--- config.mk ---
export PLATFORM = sky130hd
export DESIGN_NAME = rsss_arith
export DESIGN_NICKNAME = d
export VERILOG_FILES = /design/src/hdl/rsss_pkg.sv /design/src/hdl/rsss_arith.sv
export VERILOG_INCLUDE_DIRS = /design/src /design/src/hdl
export SDC_FILE = /design/constraint.sdc
export NUM_CORES = 1
export LEC_CHECK = 0
export BUFFER_PORTS_ARGS = -buffer_cell sky130_fd_sc_hd__buf_2
export CAP_MARGIN = 0
export CELL_PAD_IN_SITES_DETAIL_PLACEMENT = 1
export CELL_PAD_IN_SITES_GLOBAL_PLACEMENT = 1
export CORE_MARGIN = 2
export CORE_UTILIZATION = 51
export DETAILED_ROUTE_END_ITERATION = 7
export PLACE_DENSITY_LB_ADDON = 0.1
export SYNTH_ARGS = -nofsm -noshare
export SYNTH_HDL_FRONTEND = slang
export SYNTH_SLANG_ARGS = --single-unit
export TNS_END_PERCENT = 20
--- constraint.sdc ---
create_clock -name clk -period 6.87 [get_ports clk]
set_input_delay 0 -clock clk [delete_from_list [all_inputs] [get_ports clk]]
set_output_delay 0 -clock clk [all_outputs]
set_load 0.05 [all_outputs]
--- src/hdl/rle_sprite_span_scaler_macros.svh ---
// assertion macros shared by the sprite span scaler modules
`ifndef RLE_SPRITE_SPAN_SCALER_MACROS_SVH
`define RLE_SPRITE_SPAN_SCALER_MACROS_SVH

// same-cycle implication, checked out of reset
`define RSSS_ASSERT_IMPL(label, ante, cons, msg) \
	label: assert property (@(posedge clk) disable iff (!arst_n) (ante) |-> (cons)) \
		else $error(msg);

// next-cycle implication, checked out of reset
`define RSSS_ASSERT_NEXT(label, ante, cons, msg) \
	label: assert property (@(posedge clk) disable iff (!arst_n) (ante) |=> (cons)) \
		else $error(msg);

`endif

--- src/hdl/rsss_pkg.sv ---
// types and constants of the sprite span scaler
package rsss_pkg;

	// sprite layout
	localparam logic [7:0]  ROW_COUNT   = 8'd200;
	localparam logic [16:0] TABLE_BYTES = 17'h00190;
	localparam logic [16:0] MIN_SIZE    = 17'h00192;

	// run coding
	localparam logic [7:0] SHORT_RUN_MIN  = 8'h20;
	localparam logic [7:0] ZERO_COUNT_LEN = 8'd255;
	localparam logic [4:0] CLEAR_COLOR_A  = 5'd0;
	localparam logic [4:0] CLEAR_COLOR_B  = 5'd16;
	localparam int         X_FRAC_BITS    = 8;

	// input functions
	localparam logic FUNC_LOAD = 1'b0;

	// walk phases
	localparam logic [1:0] PH_ROW  = 2'd0;
	localparam logic [1:0] PH_RUN  = 2'd1;
	localparam logic [1:0] PH_DONE = 2'd2;

	// register indexes
	localparam logic [1:0] REG_CENTER_X    = 2'd0;
	localparam logic [1:0] REG_TOP_ROW     = 2'd1;
	localparam logic [1:0] REG_DRAW_HEIGHT = 2'd2;
	localparam logic [1:0] REG_SPRITE_SIZE = 2'd3;

	// arithmetic unit
	localparam int MUL_A_W  = 25;
	localparam int MUL_B_W  = 12;
	localparam int PROD_W   = 37;
	localparam int DIV_N_W  = 20;

	// divide by 200: shift right by 3, then multiply by ceil(2^22 / 25) and drop 22 bits
	localparam int          ROW_PRE_SHIFT   = 3;
	localparam int          ROW_RECIP_SHIFT = 22;
	localparam int          ROW_RECIP_W     = 18;
	localparam logic [17:0] ROW_RECIP       = 18'd167773;

	localparam logic OP_MUL    = 1'b0;
	localparam logic OP_MULDIV = 1'b1;

	typedef struct packed {
		logic               start;
		logic               op;
		logic [MUL_A_W-1:0] a;
		logic [MUL_B_W-1:0] b;
	} arith_req_t;

	typedef struct packed {
		logic              done;
		logic [PROD_W-1:0] result;
	} arith_rsp_t;

endpackage

--- src/hdl/rsss_arith.sv ---
// shared multiplier with a reciprocal divide-by-200 stage
`include "rle_sprite_span_scaler_macros.svh"

module rsss_arith (
	input  logic                clk,
	input  logic                arst_n,
	input  rsss_pkg::arith_req_t req,
	output rsss_pkg::arith_rsp_t rsp
);
	import rsss_pkg::*;

	localparam int NUM_W  = DIV_N_W - ROW_PRE_SHIFT;
	localparam int QPROD_W = NUM_W + ROW_RECIP_W;

	logic                busy_q;
	logic                done_q;
	logic [DIV_N_W-1:0]  num_q;
	logic [PROD_W-1:0]   res_q;

	logic [PROD_W-1:0]   prod_w;
	logic [QPROD_W-1:0]  qprod_w;
	logic                mul_start_w;
	logic                div_start_w;

	// product of the request operands
	assign prod_w = PROD_W'(req.a) * PROD_W'(req.b);

	// quotient by 200 of the held product, exact for products below 2^20
	assign qprod_w = QPROD_W'(num_q[DIV_N_W-1:ROW_PRE_SHIFT]) * QPROD_W'(ROW_RECIP);

	assign mul_start_w = !busy_q && req.start && (req.op == OP_MUL);
	assign div_start_w = !busy_q && req.start && (req.op == OP_MULDIV);

	// a multiply registers the product; a multiply then divide holds the product, then registers its quotient
	always_ff @(posedge clk or negedge arst_n) begin
		if (!arst_n) begin
			busy_q <= 1'b0;
			done_q <= 1'b0;
			num_q  <= '0;
			res_q  <= '0;
		end else begin
			busy_q <= div_start_w;
			done_q <= busy_q || mul_start_w;
			if (busy_q) begin
				res_q <= PROD_W'(qprod_w[QPROD_W-1:ROW_RECIP_SHIFT]);
			end else if (mul_start_w) begin
				res_q <= prod_w;
			end
			if (div_start_w) begin
				num_q <= prod_w[DIV_N_W-1:0];
			end
		end
	end

	assign rsp.done   = done_q;
	assign rsp.result = res_q;

	`RSSS_ASSERT_IMPL(a_no_start_busy, req.start, !busy_q, "request while divide in flight")
	`RSSS_ASSERT_NEXT(a_mul_done, mul_start_w, done_q && !busy_q, "multiply did not finish")
	`RSSS_ASSERT_NEXT(a_last_step, busy_q, done_q && !busy_q, "divide did not finish")

endmodule

# Word-level counts from Yosys, hierarchy flattened
# Index checks and enable logic that the tools add are counted.
[word_totals]
in_bits = 41
register_bits = 59
elab_cells = 15
out_inout_bits = 38
[classes]
n_mux = 2
reduce_logical = 6
multipliers = 2
bitwise = 1
[ops]
columns = ["operator", "count"]
rows = [
  ["37-bit two-way mux", 2],
  ["25-bit by 12-bit multiplier with 37-bit output", 1],
  ["17-bit by 18-bit multiplier with 35-bit output (second input constant)", 1],
  ["1-bit logical AND", 3],
  ["2-bit nonzero test", 1],
  ["1-bit zero test", 1],
  ["1-bit logical OR", 1],
  ["1-bit inverter", 1],
]

# Depth between registers and ports, before layout
# Gate-level depths: netlist (run 1).
[depth]
ltp_word = 5
ltp_mapped = 23
depth_no_buf = 22

# Worst setup path after synthesis (run 1)
# No wires, ideal clock.
[synth_path]
path_kind = "register -> register"
startpoint = "register num_q[9]"
endpoint = "register res_q[3]"
required_time_ns = 6.750
path_buffers = 0
setup_slack_ns = 1.243
period_less_slack_ns = 5.627
setup_ns = 0.120
arrival_ns = 5.507
path_stages_with_launch = 20
cell_sequence = "dfrtp_1 fa_1 inv_1 fa_1 inv_1 fa_1 fa_1 fa_1 inv_1 fa_1 inv_1 ha_1 a21oi_1 a21boi_0 a21oi_1 a21oi_1 nor3_1 nor2b_1 or3_1 a31o_2"
[synth_via]
elab_chain_len = 2
[synth_lines]
columns = ["item", "line_no", "source"]
rows = [
  ["start: declaration", "rsss_arith.sv:17", "logic [DIV_N_W-1:0] num_q;"],
  ["start signal: assignment", "rsss_arith.sv:50", "num_q <= prod_w[DIV_N_W-1:0];"],
  ["17-bit by 18-bit multiplier with 35-bit output", "rsss_arith.sv:29", "assign qprod_w = QPROD_W'(num_q[DIV_N_W-1:ROW_PRE_SHIFT]) * QPROD_W'(ROW_RECIP);"],
  ["37-bit two-way mux", "rsss_arith.sv:44", "if (busy_q) begin"],
  ["end signal: assignment", "rsss_arith.sv:45", "res_q <= PROD_W'(qprod_w[QPROD_W-1:ROW_RECIP_SHIFT]);"],
  ["end signal: assignment", "rsss_arith.sv:47", "res_q <= prod_w;"],
  ["end: declaration", "rsss_arith.sv:18", "logic [PROD_W-1:0] res_q;"],
]
# Every way passes these cells.
# A chain may end at the register's enable or synchronous reset.

# Worst setup path in the final report (run 1)
[layout_path]
startpoint = "register num_q[9]"
endpoint = "register res_q[12]"
# Same word-level chain as after synthesis.

==> flow_summary_export.csv, run 1 <==
group,metric,value,unit
status,status,"completed",
worst_setup_path,cp_top_family,"adder cells",
yosys,synthesis.nets,2445,
cts,cts_buffers,5,
yosys,synth_ff_type,"dfrtp_1",
worst_setup_path,cp_slowest_cell,"fa_1",
worst_setup_path,cp.arrival,6550,ps
job,cap_violations,0,
cells_and_area,antennaDiodeCount,0,
yosys,avgSynthCellArea,9.00,µm²
worst_setup_path,crit_path_end_kind,"flip-flop",
placement,port_buffers,78,
worst_setup_path,startpoint,"num_q[9]",
cells_and_area,final_cell_mix,"inv_1, fa_1, nand2_1",
global_routing,grt.busiest_layer,"met2",
global_routing,met3_usage,0.0158,
drt,drtAntennaViolNets,0,
worst_setup_path,cp_max_fo,9,
sta,hold_viol_final,0,
sta,finalClockSkew,8.52,ps
placement,dp_hpwl,39400,µm
floorplan,die_area,34100,µm²
global_routing,gr-usage-all-layers,0.290,
floorplan,die_w,185,µm
worst_setup_path,critPathBufInv,4,
worst_setup_path,crit_path_max_incr_delay,640,ps
floorplan,ios,79,
cells_and_area,final_common_cell,"inv_1",
floorplan,core,32400,µm²
drt,vias,12400,
cts,ctsHtreeMaxLevel,2,
yosys,synth_seq_cells,56,
global_routing,grt_pass1_wl,75500,µm
global_routing,gr-total-overflow,0,
drt,via_per_inst,5.37,
sta,maxSlewViolCount,0,
worst_setup_path,cp.required,7050,ps
yosys,syn_inst,1850,
cts,clkLatencyLatePin,310,ps
sta,finalCriticalPeriod,6370,ps
global_routing,grt_use_met1,0.374,
drt,wire_per_inst,20.2,µm
min_path,holdCritPathClass,"input pin to async pin",
worst_setup_path,start_kind,"flip-flop",
cts,post_cts_resized,0,
drt,wirelength,46800,µm
yosys,yosys_warnings,0,
global_routing,grt_pass1_vias,14100,
cts,cts-root-buf,"clkbuf_16",
global_routing,grtUsageMet2,0.530,
yosys,synth_area,16700,µm²
floorplan,placementRows,66,
drt,drc,0,
sta,setup_viol_count_final,0,
cells_and_area,final_util,0.541,
yosys,synth_edf_count,0,
sta,rsz0062_at_grt,"no",
cts,cts_sinks,56,
yosys,ys_seq_area_frac,0.0842,
worst_setup_path,crit_type,"flip-flop to flip-flop",
sta,slew_headroom,0.315,
drt,drtPass1Iterations,5,
sta,period_share,0.927,
sta,tns,0,ps
cells_and_area,drive_above_1_share,0.0545,
sta,fmax,0.157,GHz
cells_and_area,nets,2465,
global_routing,grt_start_max_net_pins,57,
worst_setup_path,crit_chain,"fa_1 > inv_1 > fa_1 > inv_1 > fa_1 > fa_1 > fa_1 > inv_1 > fa_1 > inv_1 > ha_1 > a21oi_1 > a21boi_0 > a21oi_1 > a21oi_1 > nor3_1 > o21ai_0 > nor4_1 > o22ai_1",
global_routing,grt_antenna_before_repair,0,
worst_setup_path,reg2reg_slack,500,ps
worst_setup_path,critPathMostFrequentCell,"fa_1",
yosys,synth_cell_type_count,56,
cts,post_cts_buffers,0,
cts,cts_tree,"done",
yosys,ys_async_sr_fraction,1.00,
worst_setup_path,r2r_start,"num_q[9]",
placement,place_congestion,0.938,
cells_and_area,area_growth,5.18,%
sta,tightest_slew,1020,ps
floorplan,die_h,185,µm
cts,clk_pin_slew,80,ps
drt,first_iter_violations,565,
floorplan,start_util,0.514,
cts,cts.path.max_buffers,2,
through the flow:
step	cells	setup slack (ps)	hold WS [ps]	instance area, µm²
global placement	2304	697	193	17400
global route	2313	81.2	442	17500
floorplan	1850	1240	-296	16700
CTS	2313	518	390	17500
detailed placement	2304	540	195	17400
finish	2313	502	354	17500
routing by layer:
| metal | wire (µm) | share of wire |
|---|---|---|
| met1 | 20100 | 0.43 |
| met2 | 24100 | 0.51 |
| met3 | 1310 | 0.028 |
| met4 | 1330 | 0.028 |
| met5 | 0 | 0 |
registers in the layout, summed over array words and instances, names as in the netlist:
register and flops:
res_q 37, num_q 17, busy_q 1, done_q 1
cell usage after synthesis (all sizes together), types with 3 or more instances:
master,n,share of area
nor4,3,0.0011
or3,4,0.0015
nand4,9,0.0034
mux2i,4,0.0024
o21ai,67,0.020
a21boi,7,0.0034
o22ai,3,0.0015
or2,3,0.0011
o31ai,3,0.0014
a211oi,12,0.0057
a31oi,6,0.0023
xor2,13,0.0068
and3,7,0.0026
and2,84,0.032
dfrtp,56,0.084
clkbuf,67,0.015
o21bai,3,0.0014
o21a,4,0.0018
o211ai,10,0.0048
nand3,23,0.0069
nor2b,8,0.0030
xnor2,22,0.012
a21oi,53,0.016
nand2b,6,0.0023
nor3,15,0.0045
ha,215,0.16
nor3b,4,0.0018
inv,444,0.10
nor2,37,0.0083
a21o,24,0.011
fa,339,0.41
nand2,273,0.062
worst min-delay path, cell delays in order:
cell and delay, ps:
dlygate4sd3_1 520, buf_2 100, buf_4 560
final cells by class:
type                            count  area, µm²
Fill cell                        3864      14900
Inverter                          444       1670
Sequential cell                    56       1400
Timing Repair Buffer               82        423
Clock buffer                        5        125
Tap cell                          442        553
Clock inverter                      3       22.5
Multi-Input combinational cell   1281      13300
cell families (layout without fill, tap and decap cells):
family                   after synthesis  in the layout  share of synthesized area
XOR/XNOR                              35             35                     0.0184
multiplexers                           4              4                    0.00240
adder cells (fa/ha/maj)              554            554                      0.569
buffers and inverters                513            534                      0.116
AND/OR/NAND/NOR                      481            481                      0.132
AO/OA/AOI/OAI                        207            207                     0.0775
flip-flops                            56             56                     0.0842
path summary, 6_finish.rpt:
kind / endpoint / cells after the start
min: res_q[36] / 3
max reg2reg: res_q[12] / 19
max in group asynchronous: res_q[17] / 3
max: res_q[12] / 19
min reg2reg: res_q[26] / 2
min in group clk: res_q[36] / 4
what timing repair did:
action / CTS / global route
hold buffers: 1 / 0
hold endpoints to repair: 56 / 0
endpoints found under the setup margin: 0 / 0
Power of run 1 is not shown: default switching activity piles up to over one toggle a cycle in this logic, so the estimate is an artifact.
==> run 2, diff against run 1 <==
==> constraint.sdc (replaced) <==
create_clock -name clk -period 7.29 [get_ports clk]
set_input_delay 0 -clock clk [delete_from_list [all_inputs] [get_ports clk]]
set_output_delay 0 -clock clk [all_outputs]
set_load 0.05 [all_outputs]
==> flow_summary_export.csv, run 2 (synthesis gave the netlist of run 1 again) <==
group,metric,value,unit
sta,finalClockSkew,10.4,ps
job,cap_violations,0,
cts,cts_tree,"done",
cells_and_area,area_growth,5.18,%
cts,cts-root-buf,"clkbuf_16",
worst_setup_path,cp.arrival,6700,ps
cells_and_area,final_common_cell,"inv_1",
drt,via_per_inst,5.41,
cts,clkLatencyLatePin,310,ps
sta,period_share,0.890,
cells_and_area,final_cell_mix,"inv_1, fa_1, nand2_1",
floorplan,start_util,0.514,
cells_and_area,top_register,"res_q",
floorplan,die_w,185,µm
drt,wirelength,47000,µm
placement,place_congestion,0.938,
cells_and_area,largestRegisters,"res_q x37, num_q x17",
sta,rsz0062_at_grt,"no",
worst_setup_path,cp_max_fo,9,
worst_setup_path,crit_path_end_kind,"flip-flop",
worst_setup_path,cp_slowest_cell,"fa_1",
drt,first_iter_violations,472,
worst_setup_path,critPathMostFrequentCell,"fa_1",
status,status,"completed",
min_path,holdCritPathClass,"input pin to async pin",
cts,cts_sinks,56,
worst_setup_path,crit_type,"flip-flop to flip-flop",
global_routing,grt_antenna_before_repair,1,
global_routing,gr-total-overflow,0,
cells_and_area,largest_register_ffs,37,
drt,vias,12500,
floorplan,ios,79,
drt,drc,0,
drt,drtPass1Iterations,5,
cells_and_area,antennaDiodeCount,0,
global_routing,grt_pass1_wl,75100,µm
sta,tns,0,ps
drt,drtAntennaViolNets,0,
cells_and_area,ff_latch_area,1400,µm²
cells_and_area,multi_input_area,13300,µm²
sta,maxSlewViolCount,0,
global_routing,grt_start_max_net_pins,57,
cells_and_area,n_fill_cell,3839,
cells_and_area,nets,2465,
placement,port_buffers,78,
worst_setup_path,crit_path_max_incr_delay,630,ps
sta,tightest_slew,1040,ps
floorplan,die_area,34100,µm²
drt,wire_per_inst,20.3,µm
cells_and_area,drive_above_1_share,0.0545,
floorplan,die_h,185,µm
sta,fmax,0.154,GHz
worst_setup_path,cp.required,7500,ps
sta,hold_viol_final,0,
cts,clk_pin_slew,80,ps
sta,setup_viol_count_final,0,
worst_setup_path,rr_worst_depth,19,
placement,dp_hpwl,39400,µm
cts,cts.path.max_buffers,2,
worst_setup_path,crit_chain,"fa_1 > inv_1 > fa_1 > inv_1 > fa_1 > fa_1 > fa_1 > inv_1 > fa_1 > inv_1 > ha_1 > a21oi_1 > a21boi_0 > a21oi_1 > a21oi_1 > nor3_1 > nor2b_1 > or3_1 > a31o_2",
global_routing,gr-usage-all-layers,0.290,
sta,slew_headroom,0.301,
sta,finalCriticalPeriod,6490,ps
floorplan,placementRows,66,
cts,ctsHtreeMaxLevel,2,
global_routing,grt_pass1_vias,14200,
cts,cts_buffers,5,
floorplan,core,32400,µm²
worst_setup_path,start_kind,"flip-flop",
-- run 2: worst max-delay path, delay by kind of cell, from the launching register on --
| family | cells | cell delay [ps] |
|---|---|---|
| compound gates | 5 | 1270 |
| fa+ha+maj | 7 | 3380 |
| buf+inv | 4 | 230 |
| flops | 1 | 510 |
| simple gates | 3 | 1000 |
-- run 2: path summary, 6_finish.rpt --
| check | start | end | slack [ps] |
|---|---|---|---|
| min in group clk | req[38] | res_q[36] | 440 |
| hold / removal | arst_n | res_q[36] | 360 |
| max in group asynchronous | arst_n | res_q[10] | 6410 |
| setup reg to reg | num_q[9] | res_q[3] | 800 |
| setup / recovery | num_q[9] | res_q[3] | 800 |
| hold reg to reg | res_q[32] | res_q[32] | 490 |
-- run 2: layout make-up --
class,instances,share of cell area
multi-input cells,1281,0.761
inverters,444,0.0952
clock inverters,3,0.00121
clock buffers,5,0.00714
repair buffers,82,0.0241
flip-flops and latches,56,0.0800
well taps,442,0.0316
-- run 2: stage by stage --
stage          hold slack [ps]  cells  setup slack (ps)  instance area (µm²)  utilization
2_1_floorplan             -296   1850              1660                16700            -
3_3_place_gp               193   2304              1120                17400        0.536
3_5_place_dp               197   2304               933                17400        0.536
4_1_cts                    389   2313               910                17500        0.541
5_1_grt                    443   2313               493                17500        0.541
6_report                   357   2313               803                17500        0.541
-- run 2: repair_timing --
item | 4_1_cts | 5_1_grt
endpoints found under the hold margin | 56 | 0
buffers inserted | 0 | 0
gates resized for setup | 0 | 0
hold buffers | 1 | 0
-- run 2: routing by layer --
metal,routed length (µm),GRT usage
met1,20100,0.369
met2,24100,0.530
met3,1540,0.0211
met4,1340,0.0879
met5,0,0
Power of run 2 is left out for the same reason.
==> run 3, diff against run 2 <==
--- a/config.mk
+++ b/config.mk
@@ -13,7 +13,7 @@
 export CORE_MARGIN = 2
 export CORE_UTILIZATION = 51
 export DETAILED_ROUTE_END_ITERATION = 7
-export PLACE_DENSITY_LB_ADDON = 0.1
+export PLACE_DENSITY = 0.94
 export SYNTH_ARGS = -nofsm -noshare
 export SYNTH_HDL_FRONTEND = slang
 export SYNTH_SLANG_ARGS = --single-unit
==> flow_summary_export.csv, run 3 (synthesis gave the netlist of run 1 again) <==
group,metric,value,unit
placement,place_congestion,0.909,
cts,cts-root-buf,"clkbuf_16",
floorplan,die_h,185,µm
floorplan,die_area,34100,µm²
worst_setup_path,cp.arrival,6440,ps
cts,clk_pin_slew,90,ps
floorplan,placementRows,66,
global_routing,gr-total-overflow,0,
cells_and_area,largest_register_ffs,37,
cts,cts_sinks,56,
worst_setup_path,cp_max_fo,9,
cts,cts.path.max_buffers,2,
drt,wire_per_inst,23.3,µm
cts,cts_hold_buf,1,
sta,finalCriticalPeriod,6290,ps
placement,dp_slack,935,ps
cts,clkLatencyLatePin,320,ps
sta,setup_viol_count_final,0,
cells_and_area,n_fill_cell,3825,
cells_and_area,area_growth,5.22,%
cts,post_cts_buffers,0,
floorplan,ios,79,
min_path,holdCritPathClass,"input pin to async pin",
drt,vias,13400,
floorplan,core,32400,µm²
drt,first_iter_violations,757,
cells_and_area,drive_above_1_share,0.0545,
drt,via_per_inst,5.79,
placement,port_buffers,78,
cts,post_cts_resized,0,
cells_and_area,largestRegisters,"res_q x37, num_q x17",
cells_and_area,nets,2465,
cells_and_area,final_common_cell,"inv_1",
worst_setup_path,crit_type,"flip-flop to flip-flop",
drt,drtAntennaViolNets,0,
placement,dp_hpwl,44900,µm
global_routing,grt_start_max_net_pins,57,
floorplan,start_util,0.514,
sta,rsz0062_at_grt,"no",
cts,ctsHtreeMaxLevel,2,
global_routing,grt_pass1_vias,15800,
worst_setup_path,cp.required,7440,ps
cells_and_area,final_cell_mix,"inv_1, fa_1, nand2_1",
sta,worst_slack,997,ps
cells_and_area,antennaDiodeCount,0,
drt,drc,0,
sta,hold_viol_final,0,
sta,tightest_slew,1080,ps
sta,slew_headroom,0.275,
sta,finalClockSkew,18.3,ps
global_routing,grt_pass1_wl,84900,µm
sta,tns,0,ps
global_routing,gr-usage-all-layers,0.330,
cells_and_area,top_register,"res_q",
drt,drtPass1Iterations,5,
sta,fmax,0.159,GHz
sta,period_share,0.863,
sta,maxSlewViolCount,0,
cells_and_area,final_util,0.541,
worst_setup_path,start_kind,"flip-flop",
status,status,"completed",
cts,cts_buffers,5,
worst_setup_path,reg2reg_slack,1000,ps
job,cap_violations,0,
drt,wirelength,53900,µm
floorplan,die_w,185,µm
cts,cts_tree,"done",
worst_setup_path,crit_path_end_kind,"flip-flop",
global_routing,grt_antenna_before_repair,1,
## run 3: layer usage
layer / up-vias / part of all wire / GRT usage
met5: - / 0.00028 / 0
met2: 590 / 0.52 / 0.605
met4: 2 / 0.054 / 0.154
met3: 215 / 0.058 / 0.0411
li1: 5681 / - / -
met1: 6906 / 0.37 / 0.383
## run 3: worst paths after layout
path | from | endpoint | cells past startpoint
max | num_q[9] | res_q[11] | 20
min | arst_n | res_q[0] | 3
max reg2reg | num_q[9] | res_q[11] | 20
min reg2reg | res_q[32] | res_q[32] | 2
max in group asynchronous | arst_n | res_q[16] | 3
min in group clk | req[38] | res_q[22] | 4
## run 3: layout make-up
cell class	instances	area, µm²	area share
Sequential cell	56	1400	0.0800
Inverter	444	1670	0.0951
Tap cell	442	553	0.0316
Timing Repair Buffer	82	423	0.0241
Clock inverter	3	28.8	0.00164
Clock buffer	5	125	0.00714
Multi-Input combinational cell	1281	13300	0.760
## run 3: metrics by stage
step                cell area [µm²]  instances  hold WS [ps]
detailed placement            17400       2304           212
global placement              17400       2304           187
global route                  17500       2313           448
CTS                           17500       2313           401
floorplan                     16700       1850          -296
finish                        17500       2313           362
## run 3: worst max-delay path, cell delays in order (launching register included)
cell and delay, ps:
dfrtp_1 520, fa_1 640, inv_1 80, fa_1 480, inv_1 50, fa_1 480
fa_1 510, fa_1 520, inv_1 60, fa_1 480, inv_1 50, ha_1 320
nand4_1 120, nor4_1 260, o21ai_0 300, a211oi_1 410, or3_1 260, o22ai_2 130
o21ai_0 210, xnor2_1 150, a21oi_1 90
Power of run 3 is left out for the same reason.
